### src/rtl/assert_macros.svh
// ----------------------------------------------------------------------------
// assert_macros.svh
// shared assertion macros, clocked on clk with reset arst_n
// ----------------------------------------------------------------------------
`ifndef ASSERT_MACROS_SVH
`define ASSERT_MACROS_SVH

// same-cycle implication, disabled in reset
`define NLC_ASSERT_IMP(label, ante, cons, msg) \
	label: assert property (@(posedge clk) disable iff (!arst_n) (ante) |-> (cons)) \
		else $error(msg);

// next-cycle implication, disabled in reset
`define NLC_ASSERT_NEXT(label, ante, cons, msg) \
	label: assert property (@(posedge clk) disable iff (!arst_n) (ante) |=> (cons)) \
		else $error(msg);

`endif

### src/rtl/nlc_pkg.sv
`timescale 1ns / 1ps
// ----------------------------------------------------------------------------
// nlc_pkg
// types, character codes and transition functions of the literal recognizers
// ----------------------------------------------------------------------------
package nlc_pkg;

	// character codes
	localparam logic [7:0] CH_NUL   = 8'h00;
	localparam logic [7:0] CH_TAB   = 8'h09;
	localparam logic [7:0] CH_CR    = 8'h0D;
	localparam logic [7:0] CH_SPACE = 8'h20;
	localparam logic [7:0] CH_PLUS  = 8'h2B;
	localparam logic [7:0] CH_MINUS = 8'h2D;
	localparam logic [7:0] CH_DOT   = 8'h2E;
	localparam logic [7:0] CH_0     = 8'h30;
	localparam logic [7:0] CH_7     = 8'h37;
	localparam logic [7:0] CH_9     = 8'h39;
	localparam logic [7:0] CH_UA    = 8'h41;
	localparam logic [7:0] CH_UD    = 8'h44;
	localparam logic [7:0] CH_UE    = 8'h45;
	localparam logic [7:0] CH_UF    = 8'h46;
	localparam logic [7:0] CH_UX    = 8'h58;
	localparam logic [7:0] CH_LA    = 8'h61;
	localparam logic [7:0] CH_LD    = 8'h64;
	localparam logic [7:0] CH_LE    = 8'h65;
	localparam logic [7:0] CH_LF    = 8'h66;
	localparam logic [7:0] CH_LX    = 8'h78;

	typedef enum logic [3:0] {
		IP_LEAD    = 4'd0,
		IP_SIGN    = 4'd1,
		IP_ZERO    = 4'd2,
		IP_OCT     = 4'd3,
		IP_HEXMARK = 4'd4,
		IP_HEX     = 4'd5,
		IP_DEC     = 4'd6,
		IP_TRAIL   = 4'd7,
		IP_FAIL    = 4'd8
	} int_phase_t;

	typedef enum logic [3:0] {
		FP_LEAD    = 4'd0,
		FP_SIGN    = 4'd1,
		FP_MANT    = 4'd2,
		FP_DOT     = 4'd3,
		FP_FRAC    = 4'd4,
		FP_EXP     = 4'd5,
		FP_EXPSIGN = 4'd6,
		FP_EXPDIG  = 4'd7,
		FP_TRAIL   = 4'd8,
		FP_FAIL    = 4'd9
	} float_phase_t;

	// byte classes used by both recognizers
	typedef struct packed {
		logic ws;
		logic sgn;
		logic zero;
		logic dig;
		logic oct;
		logic hex;
		logic xmark;
		logic dot;
		logic expm;
	} char_class_t;

	typedef struct packed {
		float_phase_t phase;
		logic         digit_seen;
	} float_state_t;

	// decode a byte into its classes
	function automatic char_class_t classify(input logic [7:0] c);
		char_class_t k;
		k.ws    = (c >= CH_TAB && c <= CH_CR) || c == CH_SPACE;
		k.sgn   = c == CH_PLUS || c == CH_MINUS;
		k.zero  = c == CH_0;
		k.dig   = c >= CH_0 && c <= CH_9;
		k.oct   = c >= CH_0 && c <= CH_7;
		k.hex   = k.dig || (c >= CH_UA && c <= CH_UF) || (c >= CH_LA && c <= CH_LF);
		k.xmark = c == CH_UX || c == CH_LX;
		k.dot   = c == CH_DOT;
		k.expm  = c == CH_UD || c == CH_LD || c == CH_UE || c == CH_LE;
		return k;
	endfunction

	// integer recognizer transition on a nonzero byte
	function automatic int_phase_t int_next(input int_phase_t p, input char_class_t k);
		int_phase_t tail;
		int_phase_t n;
		tail = k.ws ? IP_TRAIL : IP_FAIL;
		unique case (p)
			IP_LEAD, IP_SIGN: begin
				if (p == IP_LEAD && k.ws)       n = IP_LEAD;
				else if (p == IP_LEAD && k.sgn) n = IP_SIGN;
				else if (k.zero)                n = IP_ZERO;
				else if (k.dig)                 n = IP_DEC;
				else                            n = IP_FAIL;
			end
			IP_ZERO: begin
				if (k.oct)        n = IP_OCT;
				else if (k.xmark) n = IP_HEXMARK;
				else              n = IP_FAIL;
			end
			IP_OCT:     n = k.oct ? IP_OCT : tail;
			IP_HEXMARK: n = k.hex ? IP_HEX : IP_FAIL;
			IP_HEX:     n = k.hex ? IP_HEX : tail;
			IP_DEC:     n = k.dig ? IP_DEC : tail;
			IP_TRAIL:   n = tail;
			default:    n = IP_FAIL;
		endcase
		return n;
	endfunction

	// float recognizer transition on a nonzero byte
	function automatic float_state_t float_next(input float_state_t s, input char_class_t k);
		float_state_t n;
		float_phase_t tail;
		tail = k.ws ? FP_TRAIL : FP_FAIL;
		n.digit_seen = s.digit_seen;
		unique case (s.phase)
			FP_LEAD: begin
				if (k.ws)       n.phase = FP_LEAD;
				else if (k.sgn) n.phase = FP_SIGN;
				else if (k.dig) begin
					n.phase      = FP_MANT;
					n.digit_seen = 1'b1;
				end
				else if (k.dot) n.phase = FP_DOT;
				else            n.phase = FP_FAIL;
			end
			FP_SIGN: begin
				if (k.dig) begin
					n.phase      = FP_MANT;
					n.digit_seen = 1'b1;
				end
				else if (k.dot) n.phase = FP_DOT;
				else            n.phase = tail;
			end
			FP_MANT: begin
				if (k.dig) begin
					n.phase      = FP_MANT;
					n.digit_seen = 1'b1;
				end
				else if (k.dot)                    n.phase = FP_DOT;
				else if (s.digit_seen && k.expm)   n.phase = FP_EXP;
				else                               n.phase = tail;
			end
			FP_DOT: begin
				if (k.dig) begin
					n.phase      = FP_FRAC;
					n.digit_seen = 1'b1;
				end
				else n.phase = FP_FAIL;
			end
			FP_FRAC: begin
				if (k.dig)                       n.phase = FP_FRAC;
				else if (s.digit_seen && k.expm) n.phase = FP_EXP;
				else                             n.phase = tail;
			end
			FP_EXP: begin
				if (k.sgn)      n.phase = FP_EXPSIGN;
				else if (k.dig) n.phase = FP_EXPDIG;
				else            n.phase = tail;
			end
			FP_EXPSIGN, FP_EXPDIG: n.phase = k.dig ? FP_EXPDIG : tail;
			FP_TRAIL:              n.phase = tail;
			default:               n.phase = FP_FAIL;
		endcase
		return n;
	endfunction

	// final verdicts at the terminator
	function automatic logic int_accepts(input int_phase_t p);
		return p == IP_OCT || p == IP_HEX || p == IP_DEC || p == IP_TRAIL;
	endfunction

	function automatic logic float_accepts(input float_phase_t p);
		return p != FP_DOT && p != FP_FAIL && p <= FP_TRAIL;
	endfunction

endpackage

### src/rtl/nlc_char_if.sv
`timescale 1ns / 1ps
// ----------------------------------------------------------------------------
// nlc_char_if
// byte channel: one string byte per item
// ----------------------------------------------------------------------------
interface nlc_char_if;
	logic       valid;
	logic       ready;
	logic [7:0] char_code;

	modport source (output valid, output char_code, input ready);
	modport sink (input valid, input char_code, output ready);
endinterface

### src/rtl/nlc_result_if.sv
`timescale 1ns / 1ps
// ----------------------------------------------------------------------------
// nlc_result_if
// result channel: integer and float verdicts for one string
// ----------------------------------------------------------------------------
interface nlc_result_if;
	logic valid;
	logic ready;
	logic is_integer;
	logic is_float;

	modport source (output valid, output is_integer, output is_float, input ready);
	modport sink (input valid, input is_integer, input is_float, output ready);
endinterface

### src/rtl/nlc_recognizer.sv
`timescale 1ns / 1ps
// ----------------------------------------------------------------------------
// nlc_recognizer
// integer and float recognizer state, stepped once per byte
// ----------------------------------------------------------------------------
`include "assert_macros.svh"

module nlc_recognizer (
	input  logic       clk,
	input  logic       arst_n,
	input  logic       step_en,
	input  logic [7:0] char_code,
	output logic       int_ok,
	output logic       float_ok
);

	nlc_pkg::int_phase_t   int_phase_q;
	nlc_pkg::float_phase_t float_phase_q;
	logic                  digit_seen_q;

	nlc_pkg::char_class_t  cls;
	nlc_pkg::int_phase_t   int_nxt;
	nlc_pkg::float_state_t flt_cur;
	nlc_pkg::float_state_t flt_nxt;
	logic                  terminate;

	// byte decode and transitions
	always_comb begin
		terminate          = char_code == nlc_pkg::CH_NUL;
		cls                = nlc_pkg::classify(char_code);
		flt_cur.phase      = float_phase_q;
		flt_cur.digit_seen = digit_seen_q;
		int_nxt            = nlc_pkg::int_next(int_phase_q, cls);
		flt_nxt            = nlc_pkg::float_next(flt_cur, cls);
	end

	// verdicts from the state before the terminator
	assign int_ok   = nlc_pkg::int_accepts(int_phase_q);
	assign float_ok = nlc_pkg::float_accepts(float_phase_q);

	// state registers, back to start on the terminator
	always_ff @(posedge clk or negedge arst_n) begin
		if (!arst_n) begin
			int_phase_q   <= nlc_pkg::IP_LEAD;
			float_phase_q <= nlc_pkg::FP_LEAD;
			digit_seen_q  <= 1'b0;
		end else if (step_en) begin
			if (terminate) begin
				int_phase_q   <= nlc_pkg::IP_LEAD;
				float_phase_q <= nlc_pkg::FP_LEAD;
				digit_seen_q  <= 1'b0;
			end else begin
				int_phase_q   <= int_nxt;
				float_phase_q <= flt_nxt.phase;
				digit_seen_q  <= flt_nxt.digit_seen;
			end
		end
	end

	// checks
	`NLC_ASSERT_NEXT(a_restart, step_en && terminate,
		int_phase_q == nlc_pkg::IP_LEAD && float_phase_q == nlc_pkg::FP_LEAD && !digit_seen_q,
		"recognizers not back at start after terminator")
	`NLC_ASSERT_IMP(a_mant_digit, float_phase_q == nlc_pkg::FP_MANT, digit_seen_q,
		"mantissa phase without a digit seen")
	`NLC_ASSERT_IMP(a_hex_path, int_phase_q == nlc_pkg::IP_HEX,
		$past(int_phase_q) == nlc_pkg::IP_HEXMARK || $past(int_phase_q) == nlc_pkg::IP_HEX,
		"hex phase entered without hex marker")

endmodule

### src/rtl/numeric_literal_classifier.sv
`timescale 1ns / 1ps
// ----------------------------------------------------------------------------
// numeric_literal_classifier
// classifies a zero-terminated byte string as integer and/or float literal
// ----------------------------------------------------------------------------
//  channel  | dir | payload                | handshake
//  chars    | in  | char_code[7:0]         | valid/ready, one byte per item
//  result   | out | is_integer, is_float   | valid/ready, one item per string
//
//  A byte is taken every cycle while no terminator waits on a stalled result;
//  the recognizer state steps on each item as it leaves the input register. A
//  zero byte produces its result in the output register at the edge it leaves.
//  Reset puts both recognizers at their leading-whitespace start.
//  A stalled result only holds a terminator in the input register; other
//  bytes keep flowing past a waiting result.
// ----------------------------------------------------------------------------
`include "assert_macros.svh"

module numeric_literal_classifier (
	input  logic         clk,
	input  logic         arst_n,
	nlc_char_if.sink     chars,
	nlc_result_if.source result
);

	logic       valid_s1;
	logic [7:0] char_s1;
	logic       term_s1;
	logic       advance;
	logic       int_ok;
	logic       float_ok;
	logic       out_valid_q;
	logic       is_integer_q;
	logic       is_float_q;

	// a terminator may only leave when the output register is free or its result is taken
	assign term_s1     = char_s1 == nlc_pkg::CH_NUL;
	assign advance     = valid_s1 && (!term_s1 || !out_valid_q || result.ready);
	assign chars.ready = !valid_s1 || advance;

	// input register
	always_ff @(posedge clk or negedge arst_n) begin
		if (!arst_n) begin
			valid_s1 <= 1'b0;
		end else if (chars.ready) begin
			valid_s1 <= chars.valid;
		end
	end

	always_ff @(posedge clk) begin
		if (chars.valid && chars.ready) begin
			char_s1 <= chars.char_code;
		end
	end

	// recognizer state
	nlc_recognizer u_recognizer (
		.clk       (clk),
		.arst_n    (arst_n),
		.step_en   (advance),
		.char_code (char_s1),
		.int_ok    (int_ok),
		.float_ok  (float_ok)
	);

	// result register
	always_ff @(posedge clk or negedge arst_n) begin
		if (!arst_n) begin
			out_valid_q <= 1'b0;
		end else if (advance && term_s1) begin
			out_valid_q <= 1'b1;
		end else if (result.ready) begin
			out_valid_q <= 1'b0;
		end
	end

	always_ff @(posedge clk) begin
		if (advance && term_s1) begin
			is_integer_q <= int_ok;
			is_float_q   <= float_ok;
		end
	end

	assign result.valid      = out_valid_q;
	assign result.is_integer = is_integer_q;
	assign result.is_float   = is_float_q;

	// checks
	`NLC_ASSERT_IMP(a_term_stall, valid_s1 && term_s1 && out_valid_q && !result.ready,
		!chars.ready, "terminator advanced over a pending result")
	`NLC_ASSERT_IMP(a_result_src, $rose(out_valid_q), $past(valid_s1 && term_s1),
		"result raised without a terminator")
	`NLC_ASSERT_NEXT(a_in_capture, chars.valid && chars.ready, valid_s1,
		"accepted item missing from input register")

endmodule

### src/flat_wrapper.sv
// flat-port wrapper written by rule: the top's interface ports become plain ports
module numeric_literal_classifier_flat 
  (clk, arst_n, chars_valid, chars_char_code, chars_ready, result_valid, result_is_integer, result_is_float, result_ready);
  nlc_char_if chars_i ();
  nlc_result_if result_i ();
  input  logic clk;
  input  logic arst_n;
  input wire logic [$bits(chars_i.valid)-1:0] chars_valid;
  input wire logic [$bits(chars_i.char_code)-1:0] chars_char_code;
  output wire logic [$bits(chars_i.ready)-1:0] chars_ready;
  output wire logic [$bits(result_i.valid)-1:0] result_valid;
  output wire logic [$bits(result_i.is_integer)-1:0] result_is_integer;
  output wire logic [$bits(result_i.is_float)-1:0] result_is_float;
  input wire logic [$bits(result_i.ready)-1:0] result_ready;
  assign chars_i.valid = chars_valid;
  assign chars_i.char_code = chars_char_code;
  assign chars_ready = chars_i.ready;
  assign result_valid = result_i.valid;
  assign result_is_integer = result_i.is_integer;
  assign result_is_float = result_i.is_float;
  assign result_i.ready = result_ready;
  numeric_literal_classifier u_core (.clk(clk), .arst_n(arst_n), .chars(chars_i), .result(result_i));
endmodule
### config.mk
export PLATFORM = sky130hd
export DESIGN_NAME = numeric_literal_classifier_flat
export DESIGN_NICKNAME = d
export VERILOG_FILES = /design/src/rtl/nlc_pkg.sv /design/src/rtl/nlc_char_if.sv /design/src/rtl/nlc_result_if.sv /design/src/rtl/nlc_recognizer.sv /design/src/rtl/numeric_literal_classifier.sv /design/src/flat_wrapper.sv
export VERILOG_INCLUDE_DIRS = /design/src /design/src/rtl
export SDC_FILE = /design/constraint.sdc
export NUM_CORES = 1
export LEC_CHECK = 0
export BUFFER_PORTS_ARGS = -buffer_cell sky130_fd_sc_hd__buf_4
export CORE_ASPECT_RATIO = 0.8
export CORE_MARGIN = 4
export CORE_UTILIZATION = 60
export CTS_CLUSTER_SIZE = 24
export DETAILED_ROUTE_END_ITERATION = 8
export PLACE_DENSITY = 0.81
export SLEW_MARGIN = 10
export SYNTH_ARGS = -nofsm -noshare
export SYNTH_HDL_FRONTEND = slang
export SYNTH_SLANG_ARGS = --single-unit
### constraint.sdc
create_clock -name clk -period 4.93 [get_ports clk]
set_clock_uncertainty 0.2 [all_clocks]
set_input_delay 0.986 -clock clk [delete_from_list [all_inputs] [get_ports clk]]
set_output_delay 0.986 -clock clk [all_outputs]
set_load 0.02 [all_outputs]
==> impl_metrics.toml, run 1 <==
[run_status]
status = "finished clean"

[timing]
worst_pin_slew_ns = 0.613
fin_tns_setup_ns = 0
hold_viol = 0
min_period_ns = 3.17
fmax_mhz = 316
final-max-slew-violation-count = 0
max_slew_margin_pct = 58.9
setup_viol = 0
fin_crit_sh_pct = 64.2
rsz0062_at_grt = "false"

[floorplan]
rows = 16
initial_core_util_pct = 64.8
num_io_pins = 16
die_area_um2 = 3650
core_um2 = 2540
die_h_um = 54.9
fp.dieW_um = 66.6

[synthesis]
synth.yosys.seq_area_share_pct = 34.9
synth_ff_type = "dfrtp_1"
ys_types = 60
avgSynthCellArea_um2 = 8.45
synth_seq_cells = 21
synth_nets = 207
synth_cells = 195
synth-edff-count = 10
synth_area_um2 = 1650
synthArstFlopShare_pct = 52.4
yosys_warnings = 0

[drt]
drc = 0
vias_per_cell = 7.31
routed_wl_um = 4160
drtIter0Drc = 216
vias = 1725
wire_per_inst_um = 17.6
detail_route.first_pass.iterations = 6
ant_nets = 0

[worst_setup_path]
r2r_slack_ns = 2.44
worstPathCellList = "nor4_1, nand2_1, nor2_1, nand2_1, buf_4"
critPathKind = "register to primary output"
startpoint_type = "register"
cp.required_ns = 3.74
crit_slowest_cell = "edfxtp_1"
cpMostUsedCell = "nand2_1"
timing.rr.end = "u_core.u_recognizer.int_phase_q[3]"
reg2regPathDepth = 5
cp.arrival_ns = 1.98
endpoint_kind = "primary output"
crit_buf_inv = 1
crit_path_max_fanout = 12
worstReg2RegStart = "u_core.char_s1[3]"
crit_family = "simple AND/OR/NAND/NOR gates"
slowest_delay_ns = 0.55

[finish]
instances_no_fill = 236
nets = 213
nFillCells = 215
drive_gt1_share_pct = 12.0
diodes = 0
layout_commonest_cell = "nand2_1"
final_cell_mix = "21 x nand2_1, 15 x buf_4, 13 x nor2_1"
area_growth_syn_to_layout_pct = 7.52

[global_routing]
antenna_found_initial = 0
gr-usage-all-layers_pct = 24.1
grt.overflow.total = 0
grt_pass1_vias = 1459
grt_first_pass_wirelength_um = 6710
grt_max_degree = 17

[power_and_ir_drop]
p_leak_nw = 0.632
p_sw_mw = 0.119
peakVddDrop_v = 0.000168
combPwrFrac_pct = 18.7
p_per_area_nw_per_um2 = 214
p_seq_share_pct = 58.1
p_sw_share_pct = 31.5
p_int_mw = 0.259
power.share.clock_pct = 23.2

[cts]
cts-root-buf = "clkbuf_4"
clk_pin_slew_worst_paths_ns = 0.12
htreeDepth = 1
cts_buffer_depth = 2
clock_sinks = 21
cts_tree = "yes"
postCtsSetupBuffers = 0
cts_inserted_buffers = 3
cts_hold_buffers = 0
cts.repair.resized = 0
clkLatencyLatePin_ns = 0.32

[placed_design]
place.gp.congestion = 0.948
io_buffers = 15
hpwl_um = 3060
place_inst = 232

[worst_hold_path]
min_path_type = "primary input to async pin"

[run]
max-cap-violations = 0
==> per-stage QoR <==
stage / util (%) / setup WS, ns / area [um2] / power (mW) / hold WS [ns]
global placement: 68.5 / 1.98 / 1740 / 0.289 / 0.305
CTS: 69.7 / 1.78 / 1770 / 0.378 / 0.281
finish: 69.7 / 1.76 / 1770 / 0.379 / 0.274
detailed placement: 68.5 / 1.97 / 1740 / 0.292 / 0.319
floorplan: - / 2.29 / 1650 / 0.270 / 0.285
global route: 69.7 / 1.59 / 1770 / 0.396 / 0.272
==> worst register-to-register path, cell delays in order, from the launching register on <==
cell and delay (ns):
edfxtp_1 0.61, or4b_4 0.60, a21o_1 0.23, a21oi_2 0.26, o311ai_1 0.14, o32a_1 0.36
==> final cells by class <==
class | instances | area (um2) | area share [%]
multi-input cells | 152 | 978 | 55.2
flip-flops and latches | 21 | 576 | 32.5
repair buffers | 15 | 113 | 6.36
well taps | 36 | 45.0 | 2.54
inverters | 8 | 30.0 | 1.69
clock buffers | 3 | 22.5 | 1.27
clock inverters | 1 | 7.51 | 0.424
==> kinds of logic after synthesis <==
logic type,synth area share (%)
simple gates,31.4
compound gates,27.5
buf+inv,5.69
flops,34.9
xor+xnor,0.532
==> sequential cells by signal, summed over array words and instances, names as in the netlist <==
register	flops
u_core.char_s1	8
u_core.u_recognizer.float_phase_q	4
u_core.u_recognizer.int_phase_q	4
u_core.result.is_float	1
u_core.result.is_integer	1
u_core.result.valid	1
u_core.u_recognizer.digit_seen_q	1
u_core.valid_s1	1
==> layer usage <==
metal	part of all wire [%]	GRT usage [%]	vias up
met1	42	32.2	806
met5	0	0	-
met2	47	40.0	129
met4	1.4	6.42	0
li1	-	-	778
met3	9.9	5.34	12
==> worst max path at each step <==
stage | from | end | slack, ns | cells after the start
final | u_core.char_s1[4] | chars_ready | 1.76 | 5
after global routing | u_core.char_s1[1] | chars_ready | 1.59 | 5
after CTS | u_core.char_s1[1] | chars_ready | 1.78 | 5
after detailed placement | result_ready | chars_ready | 1.97 | 5
after global placement | result_ready | chars_ready | 1.98 | 5
after floorplan | result_ready | chars_ready | 2.29 | 3
==> power groups by stage <==
stage / combinational (mW) / clock [mW] / sequential, mW
floorplan: 0.0624 / 0 / 0.208
global placement: 0.0674 / 0 / 0.221
detailed placement: 0.0691 / 0 / 0.222
CTS: 0.0694 / 0.0894 / 0.219
global route: 0.0767 / 0.0963 / 0.223
finish: 0.0709 / 0.0879 / 0.220
==> cells in the mapped netlist, types with 3 or more instances <==
cell type / number / share of area, %
nand2_1: 21 / 4.8
nor2_1: 13 / 3.0
dfrtp_1: 11 / 17
clkbuf_1: 10 / 2.3
edfxtp_1: 10 / 18
a211oi_1: 8 / 3.6
inv_1: 8 / 1.8
nand3_1: 8 / 2.4
nor3_1: 8 / 2.4
o21ai_0: 8 / 2.4
a21oi_1: 6 / 1.8
a31oi_1: 5 / 1.9
nor4_1: 5 / 1.9
nand2b_1: 4 / 1.5
and3_1: 3 / 1.1
buf_2: 3 / 0.91
nor3b_1: 3 / 1.4
nor4bb_1: 3 / 1.8
o221ai_1: 3 / 1.6
o2bb2ai_1: 3 / 1.6
o31ai_1: 3 / 1.4
Power figures use the tool's default switching activity.
==> inputs of run 2 (changes only) <==
Settings changed: ABC_AREA set to 1, CORE_UTILIZATION 60 to 52, PLACE_DENSITY 0.81 to 0.75.
Clock period 4.93 ns to 2.65 ns, I/O delays scaled along.
==> run 2 against run 1 <==
Highest routed layer unchanged; largest cell class unchanged; synthesized area fell by 7.7%; register-to-register slack got worse by 1.8 ns; critical endpoint unchanged; via count fell by 14%; flip-flop and latch count did not move; synthesized cell count rose by 17%; non-clock buffer count rose by 1; combinational power rose to 3.7 times the previous value; count of clock-buffer cells in the layout did not move; die area rose by 5.7%; design area fell by 2.4%.
==> impl_metrics.toml, run 2 <==
[global_routing]
gr-usage-all-layers_pct = 18.6
grt_max_degree = 14
grt_first_pass_wirelength_um = 5520
grt.overflow.total = 0
antenna_found_initial = 0
grt_pass1_vias = 1301

[timing]
rsz0062_at_grt = "false"
setup_viol = 0
final-max-slew-violation-count = 0
fin_tns_setup_ns = 0
max_slew_margin_pct = 70.8
min_period_ns = 2.47
fin_crit_sh_pct = 93.3
worst_pin_slew_ns = 0.435
fmax_mhz = 404
hold_viol = 0

[power_and_ir_drop]
peakVddDrop_v = 0.000329
p_seq_share_pct = 46.0
combPwrFrac_pct = 29.4
p_int_mw = 0.575
p_sw_mw = 0.309
p_sw_share_pct = 34.9
power.share.clock_pct = 24.7
p_per_area_nw_per_um2 = 511
p_leak_nw = 0.860

[cts]
cts_tree = "yes"
cts-root-buf = "clkbuf_8"
cts.repair.resized = 0
clk_pin_slew_worst_paths_ns = 0.08
clkLatencyLatePin_ns = 0.26
clock_sinks = 21
htreeDepth = 1
cts_inserted_buffers = 3
cts_buffer_depth = 2

[synthesis]
ys_top_cells_by_count = "79 x nand2_1, 29 x inv_1, 29 x nor2_1"
avgSynthCellArea_um2 = 6.64
ys_types = 27
synth.yosys.seq_area_share_pct = 37.8
synth_seq_cells = 21
synth_top_area_share_pct = 19.7
yosys-top-cells-area = "edfxtp_1 20%, nand2_1 19%, dfrtp_1 18%, inv_1 7.2%, nor2_1 7.2%"
synth_cells = 229
synthArstFlopShare_pct = 52.4
synth_ff_type = "dfrtp_1"
synth_nets = 241
synth_most_common_cell = "nand2_1"
synth_largest_area_cell = "edfxtp_1"
synth-edff-count = 10
yosys_warnings = 0
synth_area_um2 = 1520

[floorplan]
num_io_pins = 16
fp.dieW_um = 68.5
rows = 17
initial_core_util_pct = 54.6
die_h_um = 56.4
core_um2 = 2790
die_area_um2 = 3860

[finish]
drive_gt1_share_pct = 15.7
nets = 261
regMostFlops = "u_core.char_s1"
final_cell_mix = "79 x nand2_1, 29 x inv_1, 29 x nor2_1"
reg_top3 = "u_core.char_s1 (8), u_core.u_recognizer.float_phase_q (4), u_core.u_recognizer.int_phase_q (4)"
instances_no_fill = 286
largest_reg_flops = 8
fin_util_pct = 62.1
area_growth_syn_to_layout_pct = 13.7
layout_commonest_cell = "nand2_1"
diodes = 0

[worst_setup_path]
crit_family = "simple AND/OR/NAND/NOR gates"
crit_buf_inv = 1
cp.required_ns = 1.92
reg2regPathDepth = 6
cp.depth = 5
slowest_delay_ns = 0.50
worstPathCellList = "nor2_4, nand2_2, nor3_2, nand4_1, buf_4"
crit_slowest_cell = "edfxtp_1"
startpoint_type = "register"
endpoint_kind = "primary output"
crit_path_max_fanout = 6
cp.arrival_ns = 1.74
critPathKind = "register to primary output"

[drt]
routed_wl_um = 3300
ant_nets = 0
drc = 0
vias_per_cell = 5.16
vias = 1477
drtIter0Drc = 95
wire_per_inst_um = 11.5
detail_route.first_pass.iterations = 4

[worst_hold_path]
min_path_type = "primary input to register"
worstHoldPathCells = 1

[run_status]
status = "finished clean"

[run]
max-cap-violations = 0

[placed_design]
place_inst = 281
io_buffers = 15
hpwl_um = 2660
place.gp.congestion = 0.958
[run 2: cell count changes after synthesis, moves of 4 or more]
cell      change
nor2_1       +16
nand2b_1      -4
a211oi_1      -8
a31oi_1       -4
nand2_2       +4
inv_1        +21
nor4_1        -4
o21ai_0       -4
nand2_1      +58
nor2_2        +4
clkbuf_1     -10
nand3_1       +8
[run 2: logic make-up (layout without fill, tap and decap cells)]
family          after synthesis  in the layout  share of synthesized area, %
simple gates                148            148                          42.0
buf+inv                      35             54                          9.37
compound gates               25             25                          10.8
flops                        21             21                          37.8
[run 2: metrics by stage]
step | hold WS [ns] | total power, mW | instance area, um2 | worst slack (ns)
after floorplan | 0.0344 | 0.607 | 1520 | 0.600
after global placement | 0.172 | 0.669 | 1670 | 0.496
after detailed placement | 0.174 | 0.669 | 1670 | 0.471
after CTS | 0.231 | 0.890 | 1730 | 0.170
after global routing | 0.223 | 0.947 | 1730 | 0.0124
final | 0.239 | 0.884 | 1730 | 0.177
[run 2: timing repair]
action / 4_1_cts / 5_1_grt
buffers inserted: 0 / 0
setup endpoints to repair: 0 / 0
hold buffers: 1 / 0
hold endpoints to repair: 11 / 0
[run 2: worst reg2reg max path, stage by stage (launching register included)]
cell	delay (ns)
edfxtp_1	0.50
nor2_4	0.15
nand2_2	0.09
nor3_2	0.33
nand4_1	0.20
nand2_1	0.12
inv_1	0.15
[run 2: metal layers]
layer / vias up / global-route usage, % / share of wire (%)
met5: - / 0 / 0
met4: 0 / 5.10 / 1.0
met3: 4 / 4.80 / 6.7
met2: 47 / 27.1 / 44
met1: 655 / 26.8 / 48
li1: 771 / - / -
[run 2: cell type report]
type,count,area (um2)
clock buffer,3,41.3
clock inverter,1,7.51
fill,253,1060
inverter,34,131
multi-input combinational,173,803
sequential,21,576
tap,38,47.5
timing repair buffer,16,123
[run 2: path summary, 6_finish.rpt]
check / start / to / slack, ns
max in group asynchronous: arst_n / u_core.result.valid / 1.67
min in group asynchronous: arst_n / u_core.u_recognizer.float_phase_q[3] / 0.43
worst max-delay path: u_core.char_s1[1] / chars_ready / 0.18
worst max register to register: u_core.char_s1[1] / u_core.char_s1[0] / 0.63
worst min-delay path: chars_char_code[7] / u_core.char_s1[7] / 0.24
worst min register to register: u_core.u_recognizer.float_phase_q[2] / u_core.u_recognizer.float_phase_q[2] / 0.32
[run 2: power groups by stage]
stage / combinational (mW) / clock (mW) / sequential [mW]
final: 0.259 / 0.218 / 0.406
after global routing: 0.296 / 0.241 / 0.410
after CTS: 0.258 / 0.226 / 0.406
after detailed placement: 0.256 / 0 / 0.413
after global placement: 0.257 / 0 / 0.411
after floorplan: 0.201 / 0 / 0.406
